**src/hw/rtl/assert_macros.svh**
```systemverilog
// Assertion helpers shared by the RTL modules.
// Each macro expects clk and rst_n in scope; checks are off while in reset.
`ifndef ASSERT_MACROS_SVH
`define ASSERT_MACROS_SVH

// Property that must hold at every clock edge.
`define ASSERT_ALWAYS(label, prop, msg) \
  label: assert property (@(posedge clk) disable iff (!rst_n) (prop)) \
    else $error(msg);

// When ante holds at one edge, cons must hold at the next.
`define ASSERT_NEXT(label, ante, cons, msg) \
  label: assert property (@(posedge clk) disable iff (!rst_n) (ante) |=> (cons)) \
    else $error(msg);

`endif

```
**src/hw/rtl/blm_pkg.sv**
```systemverilog
`default_nettype none

package blm_pkg;

  // Result field widths
  localparam int MV_OUT_W  = 13;
  localparam int PCT_W     = 7;
  localparam int LVL_W     = 2;
  localparam int RUN_W     = 8;

  // Saturation point of the millivolt output
  localparam logic [MV_OUT_W-1:0] MV_MAX = 13'd8191;

  // Configuration register indexes
  localparam int CFG_IDX_W = 2;
  localparam logic [CFG_IDX_W-1:0] CFG_PERSIST  = 2'd0;
  localparam logic [CFG_IDX_W-1:0] CFG_CRITICAL = 2'd1;
  localparam logic [CFG_IDX_W-1:0] CFG_WARNING  = 2'd2;
  localparam int CFG_DATA_W = 8;

  // Register reset values
  localparam logic [RUN_W-1:0] PERSIST_RST  = 8'd20;
  localparam logic [PCT_W-1:0] CRITICAL_RST = 7'd5;
  localparam logic [PCT_W-1:0] WARNING_RST  = 7'd15;

  // Low-battery level codes
  localparam logic [LVL_W-1:0] LVL_NORMAL = 2'd0;
  localparam logic [LVL_W-1:0] LVL_WARN   = 2'd1;
  localparam logic [LVL_W-1:0] LVL_CRIT   = 2'd2;

  // Discharge curve: descending thresholds (mV) and matching charge percent
  localparam int NPTS  = 13;
  localparam int THR_W = 13;
  localparam logic [THR_W-1:0] VOLT_THR [NPTS] = '{
    13'd4100, 13'd4080, 13'd4000, 13'd3930, 13'd3870, 13'd3820, 13'd3790,
    13'd3770, 13'd3730, 13'd3700, 13'd3680, 13'd3500, 13'd3400
  };
  localparam logic [PCT_W-1:0] PCT_LVL [NPTS] = '{
    7'd100, 7'd90, 7'd80, 7'd70, 7'd60, 7'd50, 7'd40,
    7'd30, 7'd20, 7'd15, 7'd10, 7'd5, 7'd0
  };

  // Threshold settings shared with the level tracker
  typedef struct packed {
    logic [RUN_W-1:0] persist_count;
    logic [PCT_W-1:0] critical_percent;
    logic [PCT_W-1:0] warning_percent;
  } cfg_t;

endpackage

`default_nettype wire

```
**src/hw/rtl/blm_level_track.sv**
```systemverilog
`default_nettype none

`include "assert_macros.svh"

module blm_level_track (
  input  wire logic                       clk,
  input  wire logic                       rst_n,
  input  wire logic                       upd,
  input  wire logic [blm_pkg::PCT_W-1:0]  cap,
  input  wire blm_pkg::cfg_t              cfg,
  output logic      [blm_pkg::LVL_W-1:0]  lvl
);
  import blm_pkg::*;

  logic [RUN_W-1:0] crit_run_r, crit_run_nxt;
  logic [RUN_W-1:0] warn_run_r, warn_run_nxt;
  logic [LVL_W-1:0] lvl_r, lvl_nxt;
  logic [RUN_W-1:0] crit_inc;
  logic [RUN_W-1:0] warn_inc;
  logic             cap_high;

  assign crit_inc = crit_run_r + 8'd1;
  assign warn_inc = warn_run_r + 8'd1;

  // Capacity above both thresholds
  assign cap_high = cap > cfg.critical_percent && cap > cfg.warning_percent;

  // Persistence counters; critical test takes priority over warning
  always_comb begin
    crit_run_nxt = crit_run_r;
    warn_run_nxt = warn_run_r;
    lvl_nxt      = lvl_r;
    if (upd) begin
      if (cap <= cfg.critical_percent) begin
        warn_run_nxt = '0;
        if (crit_inc >= cfg.persist_count) begin
          crit_run_nxt = '0;
          lvl_nxt      = LVL_CRIT;
        end else begin
          crit_run_nxt = crit_inc;
        end
      end else if (cap <= cfg.warning_percent) begin
        crit_run_nxt = '0;
        if (warn_inc >= cfg.persist_count) begin
          warn_run_nxt = '0;
          lvl_nxt      = LVL_WARN;
        end else begin
          warn_run_nxt = warn_inc;
        end
      end else begin
        crit_run_nxt = '0;
        warn_run_nxt = '0;
        lvl_nxt      = LVL_NORMAL;
      end
    end
  end

  always_ff @(posedge clk) begin
    if (!rst_n) begin
      crit_run_r <= '0;
      warn_run_r <= '0;
      lvl_r      <= LVL_NORMAL;
    end else begin
      crit_run_r <= crit_run_nxt;
      warn_run_r <= warn_run_nxt;
      lvl_r      <= lvl_nxt;
    end
  end

  assign lvl = lvl_r;

  // At most one run counter is active at a time
  `ASSERT_ALWAYS(a_one_run, crit_run_r == '0 || warn_run_r == '0, "both run counters active")
  // Healthy capacity drops the level at once
  `ASSERT_NEXT(a_clear, upd && cap_high, lvl_r == LVL_NORMAL, "level not cleared")
  // Level only moves on an update
  `ASSERT_NEXT(a_hold, !upd, $stable(lvl_r), "level changed without a word")

endmodule

`default_nettype wire

```
**src/hw/rtl/battery_level_monitor.sv**
```systemverilog
// Channel | Direction | Handshake          | Payload
// --------+-----------+--------------------+-------------------------------------------
// in      | input     | in_valid/in_stall   | in_adc_sample
// out     | output    | out_valid/out_stall | out_battery_mv, out_capacity_percent,
//         |           |                    | out_low_level
// cfg     | input     | cfg_we             | cfg_index, cfg_wdata
//
// Throughput is one word per cycle while out_stall is low.
// Three register stages: input, scaled voltage (one constant multiply), result.
// Each stage refills as soon as it empties, so idle gaps are absorbed downstream.
// Reset (synchronous, rst_n low) empties the pipe, clears the run counters and level,
// and loads the threshold registers with their defaults.
// in_stall rises only when all three stages hold words and out_stall is high.

`default_nettype none

`include "assert_macros.svh"

module battery_level_monitor #(
  parameter int ADC_BITS = 12
) (
  input  wire logic                               clk,
  input  wire logic                               rst_n,
  // Sample channel
  input  wire logic                               in_valid,
  output logic                                    in_stall,
  input  wire logic [ADC_BITS-1:0]                in_adc_sample,
  // Result channel
  output logic                                    out_valid,
  input  wire logic                               out_stall,
  output logic      [blm_pkg::MV_OUT_W-1:0]       out_battery_mv,
  output logic      [blm_pkg::PCT_W-1:0]          out_capacity_percent,
  output logic      [blm_pkg::LVL_W-1:0]          out_low_level,
  // Configuration writes
  input  wire logic                               cfg_we,
  input  wire logic [blm_pkg::CFG_IDX_W-1:0]      cfg_index,
  input  wire logic [blm_pkg::CFG_DATA_W-1:0]     cfg_wdata
);
  import blm_pkg::*;

  // mv = floor(sample * 27 / 25) as (sample * K) >> SH, exact for all samples
  localparam int SH     = ADC_BITS + 5;
  localparam int K_W    = SH + 1;
  localparam int MUL_K  = ((27 * (2 ** SH)) + 24) / 25;
  localparam int PROD_W = ADC_BITS + K_W;
  localparam int MV_W   = ADC_BITS + 1;
  localparam int CMP_W  = (MV_W > MV_OUT_W) ? MV_W : MV_OUT_W;

  localparam logic [K_W-1:0] MUL_K_V = K_W'(MUL_K);

  // Configuration registers
  logic [RUN_W-1:0] persist_r;
  logic [PCT_W-1:0] critical_r;
  logic [PCT_W-1:0] warning_r;
  cfg_t             cfg;

  always_ff @(posedge clk) begin
    if (!rst_n) begin
      persist_r  <= PERSIST_RST;
      critical_r <= CRITICAL_RST;
      warning_r  <= WARNING_RST;
    end else if (cfg_we) begin
      unique case (cfg_index)
        CFG_PERSIST:  persist_r  <= cfg_wdata;
        CFG_CRITICAL: critical_r <= cfg_wdata[PCT_W-1:0];
        CFG_WARNING:  warning_r  <= cfg_wdata[PCT_W-1:0];
        default: ;
      endcase
    end
  end

  assign cfg.persist_count    = persist_r;
  assign cfg.critical_percent = critical_r;
  assign cfg.warning_percent  = warning_r;

  // Pipeline stage flags and flow control
  logic s1_v_r, s2_v_r, out_v_r;
  logic s1_load, s2_load, s3_load;
  logic s1_adv, s2_adv;

  assign s3_load  = !out_v_r || !out_stall;
  assign s2_adv   = s2_v_r && s3_load;
  assign s2_load  = !s2_v_r || s3_load;
  assign s1_adv   = s1_v_r && s2_load;
  assign s1_load  = !s1_v_r || s2_load;
  assign in_stall = !s1_load;

  always_ff @(posedge clk) begin
    if (!rst_n) begin
      s1_v_r  <= 1'b0;
      s2_v_r  <= 1'b0;
      out_v_r <= 1'b0;
    end else begin
      if (s1_load) s1_v_r  <= in_valid;
      if (s2_load) s2_v_r  <= s1_adv;
      if (s3_load) out_v_r <= s2_adv;
    end
  end

  // Stage 1: input register
  logic [ADC_BITS-1:0] s1_sample_r;

  always_ff @(posedge clk) begin
    if (s1_load && in_valid) s1_sample_r <= in_adc_sample;
  end

  // Stage 2: scale to millivolts
  logic [PROD_W-1:0] prod;
  logic [MV_W-1:0]   s2_mv_r;

  assign prod = PROD_W'(s1_sample_r) * PROD_W'(MUL_K_V);

  always_ff @(posedge clk) begin
    if (s1_adv) s2_mv_r <= prod[SH +: MV_W];
  end

  // Stage 3: table lookup, saturation and level tracking
  logic [CMP_W-1:0]    mv_ext;
  logic [PCT_W-1:0]    cap;
  logic [MV_OUT_W-1:0] mv_sat;

  assign mv_ext = CMP_W'(s2_mv_r);

  // First table entry met from the top wins; below the last gives zero
  always_comb begin
    cap = '0;
    for (int k = NPTS - 1; k >= 0; k--) begin
      if (mv_ext >= CMP_W'(VOLT_THR[k])) cap = PCT_LVL[k];
    end
  end

  assign mv_sat = (mv_ext > CMP_W'(MV_MAX)) ? MV_MAX : mv_ext[MV_OUT_W-1:0];

  logic [MV_OUT_W-1:0] out_mv_r;
  logic [PCT_W-1:0]    out_cap_r;

  always_ff @(posedge clk) begin
    if (s2_adv) begin
      out_mv_r  <= mv_sat;
      out_cap_r <= cap;
    end
  end

  blm_level_track u_track (
    .clk   (clk),
    .rst_n (rst_n),
    .upd   (s2_adv),
    .cap   (cap),
    .cfg   (cfg),
    .lvl   (out_low_level)
  );

  assign out_valid            = out_v_r;
  assign out_battery_mv       = out_mv_r;
  assign out_capacity_percent = out_cap_r;

  // An empty result register never back-pressures the input
  `ASSERT_ALWAYS(a_no_false_stall, out_v_r || !in_stall, "input stalled with empty output")
  // Delivered charge stays on the table
  `ASSERT_ALWAYS(a_cap_range, !out_v_r || out_cap_r <= 7'd100, "capacity above full scale")
  // A word taken into stage 3 shows up as a valid result next cycle
  `ASSERT_NEXT(a_s3_fill, s2_adv, out_v_r, "result lost between stages")

endmodule

`default_nettype wire

```
**config.mk**
```make
export PLATFORM = sky130hd
export DESIGN_NAME = battery_level_monitor
export DESIGN_NICKNAME = d
export VERILOG_FILES = /design/src/hw/rtl/blm_pkg.sv /design/src/hw/rtl/blm_level_track.sv /design/src/hw/rtl/battery_level_monitor.sv
export VERILOG_INCLUDE_DIRS = /design/src /design/src/hw/rtl
export SDC_FILE = /design/constraint.sdc
export NUM_CORES = 1
export LEC_CHECK = 0
export BUFFER_PORTS_ARGS = -buffer_cell sky130_fd_sc_hd__buf_2
export CAP_MARGIN = 40
export CORE_AREA = 2 2 126 128
export DETAILED_ROUTE_END_ITERATION = 10
export DIE_AREA = 0 0 128 130
export GPL_TIMING_DRIVEN = 1
export PLACE_DENSITY = 0.68
export SLEW_MARGIN = 30
export SYNTH_ARGS = -nofsm -noshare
export SYNTH_HDL_FRONTEND = slang
export SYNTH_SLANG_ARGS = --single-unit
```
**constraint.sdc**
```tcl
create_clock -name clk -period 8.4 [get_ports clk]
set_clock_uncertainty 0.1 [all_clocks]
set_input_delay 1.68 -clock clk [delete_from_list [all_inputs] [get_ports clk]]
set_output_delay 1.68 -clock clk [all_outputs]
set_load 0.05 [all_outputs]
```
==> flow_summary.ini, run 1 <==
[sta]
layout_setup_ws_ns = 2.84
rsz0062_at_grt = false
period_share_pct = 66.2
relSlewSlack_pct = 48.1
tightest_slew_ns = 0.779
setup_tns_ns = 0
fmax_ghz = 0.180
hold_viol_final = 0
slew_violations = 0
setup_viol = 0
period_minus_slack_ns = 5.56

[power]
powerDensity_mw_per_mm2 = 315
ir_worst_vdd_mv = 0.203
p_leak_nw = 4.04

[final_layout]
finish.utilization_pct = 54.1
regArea_mm2 = 0.00221
postLayoutCellArea_mm2 = 0.00835
n_fill_cell = 1405
finalNetCount = 1023
area_delta_synth_final_pct = 9.50
diodes = 0
stdcell_count = 1024
drive_gt1_share_pct = 9.98
multi_input_area_mm2 = 0.00482

[clock_network]
holdBufCountCts = 0
htree_levels = 3
cts_made_buffers = 9
post_cts_buffers = 0
cts_tree = yes
clk_latency_ns = 0.34
ctsResizeCount = 0
cts_root_buffer = clkbuf_16
cts.clk_slew.worst_paths_ns = 0.06
ctsLongestPathBuffers = 2
cts.sinks = 88

[drt]
via_per_inst = 5.43
ant_nets = 0
vias = 5563
drtIter0Drc = 333
drt_wl_total_um = 15600
wire_per_inst_um = 15.2
drtPass1Iterations = 5
route.detailed.drc = 0

[synthesis]
yosys_warnings = 0
avgSynthCellArea_um2 = 9.64
syn_nets = 987
ys_types = 63
synth_edf_count = 45
synthArstFlopShare_pct = 0
ys_ff_latch = 88
yosysSeqAreaShare_pct = 29.0
syn_inst = 791
synthFlopType = edfxtp_1
syn-cell-area_mm2 = 0.00763

[placed_design]
dp.cells = 1006
postPlaceCellArea_mm2 = 0.00803
io_buffers = 50
dp_slack_ns = 2.84
post-dp-hpwl_um = 12500
gp_congestion = 0.886

[global_route]
grt_max_degree = 30
grt_pass1_vias = 5238
grt.overflow.total = 0
antenna_found_initial = 0
grt_first_pass_wirelength_um = 25600
grt_usage_pct = 19.5

[critical_path]
path_max_fanout = 6
crit_top_cell = fa_1
cp_slowest_cell = fa_1
cp-end-kind = flip-flop
startpoint_type = flip-flop
slowest_delay_ns = 0.58
rrSetupSlack_ns = 2.84
worstSetupPathType = reg -> reg
crit_arrival_ns = 5.55
r2r_cells = 16
required_ns = 8.39
cp_cell_sequence = inv_1 > fa_1 > inv_1 > fa_1 > inv_1 > fa_1 > inv_1 > fa_1 > fa_1 > ha_1 > a21oi_1 > nand2_1 > a311oi_1 > a21boi_4 > a221oi_1 > xnor2_1

[floorplanning]
die_x_um = 128
pin_count = 51
rows = 46
die_area_mm2 = 0.0166
die-height_um = 130
start_util_pct = 49.4
core_area_mm2 = 0.0154

[job]
drv_cap = 0

[worst_hold_path]
whs_path_depth = 0
hold_class = reg -> reg

[status]
status = finished, final reports clean
logic make-up (layout without fill, tap and decap cells):
kind of cell,Yosys count,in the layout,synth area share (%)
buffers and inverters,158,199,7.78
AOI/OAI and AO/OA,153,153,14.0
and+or+nand+nor,189,189,12.3
xor gates and xnor gates,21,21,2.41
muxes,13,13,1.71
adders and majority gates,169,169,32.8
DFF,88,88,29.0
state kept, by name (all words and copies together) (netlist names):
name	count
critical_r	7
mv_ext	13
out_battery_mv	13
out_capacity_percent	7
out_valid	1
persist_r	8
s1_sample_r	12
s1_v_r	1
s2_v_r	1
u_track.crit_run_r	8
u_track.lvl	2
u_track.warn_run_r	8
warning_r	7
layout by cell type, fill, tap and decap left out, drive strengths merged, types with 4 or more instances in the layout:
master,n
o211ai,9
and3,10
and2,4
a21oi,37
a211oi,4
inv,129
a41o,5
buf,55
nand4,8
and4,5
nor2,47
a41oi,4
edfxtp,45
o21bai,4
a21o,17
o21ai,29
nor4,5
nand2,58
dfxtp,43
o21a,4
nand2b,7
mux2i,13
ha,117
or2,4
xor2,8
fa,52
nor2b,10
a21boi,4
o2111ai,4
nand3,16
xnor2,13
clkbuf,12
a221oi,5
a31oi,11
path summary, 6_finish.rpt:
| path | from | end |
|---|---|---|
| min reg2reg | mv_ext[0] | out_battery_mv[0] |
| min | mv_ext[0] | out_battery_mv[0] |
| max | s1_sample_r[6] | mv_ext[6] |
| max reg2reg | s1_sample_r[6] | mv_ext[6] |
final cells by class:
class,instances,area share [%]
repair buffers,56,3.51
clock buffers,11,2.91
inverters,127,5.71
flip-flops and latches,88,26.5
multi-input cells,545,57.8
clock inverters,5,0.749
well taps,192,2.88
through the flow:
step / power [W] / hold slack [ns]
floorplan: 0.00187 / 0.346
global placement: 0.00220 / 0.345
detailed placement: 0.00222 / 0.347
CTS: 0.00265 / 0.365
global route: 0.00291 / 0.381
finish: 0.00263 / 0.364
power breakdown:
part / internal, W / switching [W] / total (W) / leakage, nW
logic: 0.000674 / 0.000953 / 0.00163 / 3.13
registers: 0.000539 / 0.0000586 / 0.000598 / 0.766
clock network: 0.000241 / 0.000166 / 0.000406 / 0.144
per-layer routing:
metal / GRT usage (%) / vias up / wire length [um]
li1: - / 2814 / -
met5: 0 / - / 0
met2: 32.1 / 110 / 7200
met4: 5.04 / 0 / 235
met3: 3.24 / 16 / 532
met1: 27.1 / 2623 / 7600
synth_stat cells, drive strengths merged (7+ instances only):
cell type | instances | area share [%]
clkbuf | 29 | 1.4
inv | 127 | 6.3
dfxtp | 43 | 11
a21o | 17 | 1.7
fa | 52 | 14
nand3 | 16 | 1.1
xor2 | 8 | 0.92
nand4 | 8 | 0.74
and3 | 10 | 0.82
a21oi | 37 | 2.4
o21ai | 29 | 1.9
nor2 | 47 | 2.3
nand2 | 58 | 2.9
o211ai | 9 | 0.89
ha | 117 | 19
xnor2 | 13 | 1.5
nor2b | 10 | 0.82
edfxtp | 45 | 18
mux2i | 13 | 1.7
a31oi | 11 | 0.90
nand2b | 7 | 0.57
worst max-delay path, delay by kind of cell (launching register included):
family | cells | cell delay (ns)
xor+xnor | 1 | 0.09
flops | 1 | 0.51
buf+inv | 4 | 0.28
simple gates | 1 | 0.09
fa+ha+maj | 6 | 2.89
compound gates | 4 | 1.34
(Power assumes the default switching activity.)
==> inputs of run 2 (changes only) <==
PLACE_DENSITY = 0.7   (was 0.68)
clock period = 5.1 ns   (was 8.4 ns; I/O delays follow)
==> flow_summary.ini, run 2 (synthesized netlist as in run 1, its figures left out) <==
[status]
status = finished, final reports clean

[critical_path]
worstSetupPathType = reg -> reg
cp.depth = 16
required_ns = 5.10
startpoint_type = flip-flop
cp_slowest_cell = fa_1
crit_family = adder cells
cp_cell_sequence = inv_2 > fa_1 > inv_2 > fa_1 > inv_1 > fa_1 > inv_2 > fa_2 > fa_2 > ha_4 > nand2_4 > or3_1 > o31a_1 > a21boi_4 > a41oi_2 > xnor2_1
r2r-end = mv_ext[11]
crit_arrival_ns = 5.10
rrSetupSlack_ns = 0.004
path_buf_inv = 4
r2r_cells = 16
startpoint = s1_sample_r[8]
slowest_delay_ns = 0.61
path_max_fanout = 6
cp-end-kind = flip-flop
cp-endpoint = mv_ext[11]
worstReg2RegStart = s1_sample_r[8]

[power]
p_leak_nw = 4.14
total_power_w = 0.00501
ir_worst_vdd_mv = 0.369
powerDensity_mw_per_mm2 = 581

[global_route]
grt_pass1_vias = 5524
grt_first_pass_wirelength_um = 26400
grt_busiest_layer = met2
antenna_found_initial = 0
grt_usage_pct = 20.1
grt_use_met3_pct = 3.03
grt_max_degree = 30
grt.overflow.total = 0
grtUsageMet2_pct = 34.1
grt.met1_usage_pct = 26.5

[sta]
fmax_ghz = 0.196
rsz0062_at_grt = true
layout_setup_ws_ns = 0.00425
hold_viol_final = 0
period_share_pct = 99.9
relSlewSlack_pct = 48.8
period_minus_slack_ns = 5.10
tightest_slew_ns = 0.763
slew_violations = 0
setup_viol = 0

[drt]
drtIter0Drc = 431
drtPass1Iterations = 4
vias = 5601
wire_per_inst_um = 15.4
route.detailed.drc = 0
ant_nets = 0
via_per_inst = 5.37
drt_wl_total_um = 16000

[clock_network]
cts.clk_slew.worst_paths_ns = 0.07
cts.sinks = 88
cts_root_buffer = clkbuf_16
holdBufCountCts = 0
clk_latency_ns = 0.36
ctsLongestPathBuffers = 2
cts_tree = yes
htree_levels = 3
cts_made_buffers = 9

[floorplanning]
rows = 46
start_util_pct = 49.4
core_area_mm2 = 0.0154
die_area_mm2 = 0.0166
die-height_um = 130
pin_count = 51
die_x_um = 128

[final_layout]
n_fill_cell = 1375
final_common_cell = inv_1
drive_gt1_share_pct = 13.9
area_delta_synth_final_pct = 13.1
diodes = 0
mostFrequentLayoutCells = inv_1 (124), ha_1 (111), nand2_1 (57), fa_1 (50), buf_2 (50)
finalNetCount = 1042

[worst_hold_path]
hold_class = reg -> reg

[placed_design]
gp_congestion = 0.890
dp_slack_ns = -0.0753
post-dp-hpwl_um = 12700
io_buffers = 50

[job]
drv_cap = 0
-- run 2: where the power goes --
| group | internal, W | switching (W) | total (W) |
|---|---|---|---|
| Sequential | 0.000887 | 0.0000862 | 0.000973 |
| Combinational | 0.00156 | 0.00178 | 0.00334 |
| Clock | 0.000390 | 0.000305 | 0.000695 |
-- run 2: worst min path at each step --
stage | slack, ns | start | endpoint | cells after the start
2_1_floorplan | 0.35 | s1_v_r | s2_v_r | 2
3_3_place_gp | 0.35 | mv_ext[0] | out_battery_mv[0] | 0
3_5_place_dp | 0.36 | u_track.crit_run_r[7] | u_track.crit_run_r[7] | 2
4_1_cts | 0.37 | u_track.crit_run_r[7] | u_track.crit_run_r[7] | 2
5_1_grt | 0.41 | mv_ext[0] | out_battery_mv[0] | 0
6_report | 0.37 | u_track.crit_run_r[7] | u_track.crit_run_r[7] | 2
-- run 2: cell type report --
cell class              instances  area (um^2)  share of cell area [%]
inverters                     127          477                    5.52
clock inverters                 7         88.8                    1.03
repair buffers                 75          445                    5.16
clock buffers                   9          225                    2.61
well taps                     192          240                    2.78
flip-flops and latches         88         2210                    25.6
multi-input cells             545         4940                    57.3
-- run 2: worst min-delay path: stages (launching register included) --
cell and delay [ns]:
dfxtp_1 0.32, nand2_1 0.05, a21oi_1 0.05
-- run 2: per-stage QoR --
step | cells | hold slack [ns] | setup TNS (ns) | util [%] | area [um^2]
finish | 1043 | 0.372 | 0 | 55.9 | 8630
global placement | 1022 | 0.351 | -0.00761 | 53.1 | 8200
CTS | 1040 | 0.368 | 0 | 55.3 | 8540
detailed placement | 1023 | 0.359 | -0.302 | 53.3 | 8210
global route | 1043 | 0.407 | -0.513 | 55.9 | 8630
floorplan | 791 | 0.346 | 0 | - | 7670
-- run 2: metal layers --
layer,vias up,part of all wire [%]
li1,2854,-
met1,2639,47
met2,95,49
met3,13,3.0
met4,0,1.1
met5,-,0
-- run 2: timing repair --
action,CTS,global route
resized for setup,0,14
pin swaps,11,21
setup endpoints to repair,9,10
setup buffers,1,3
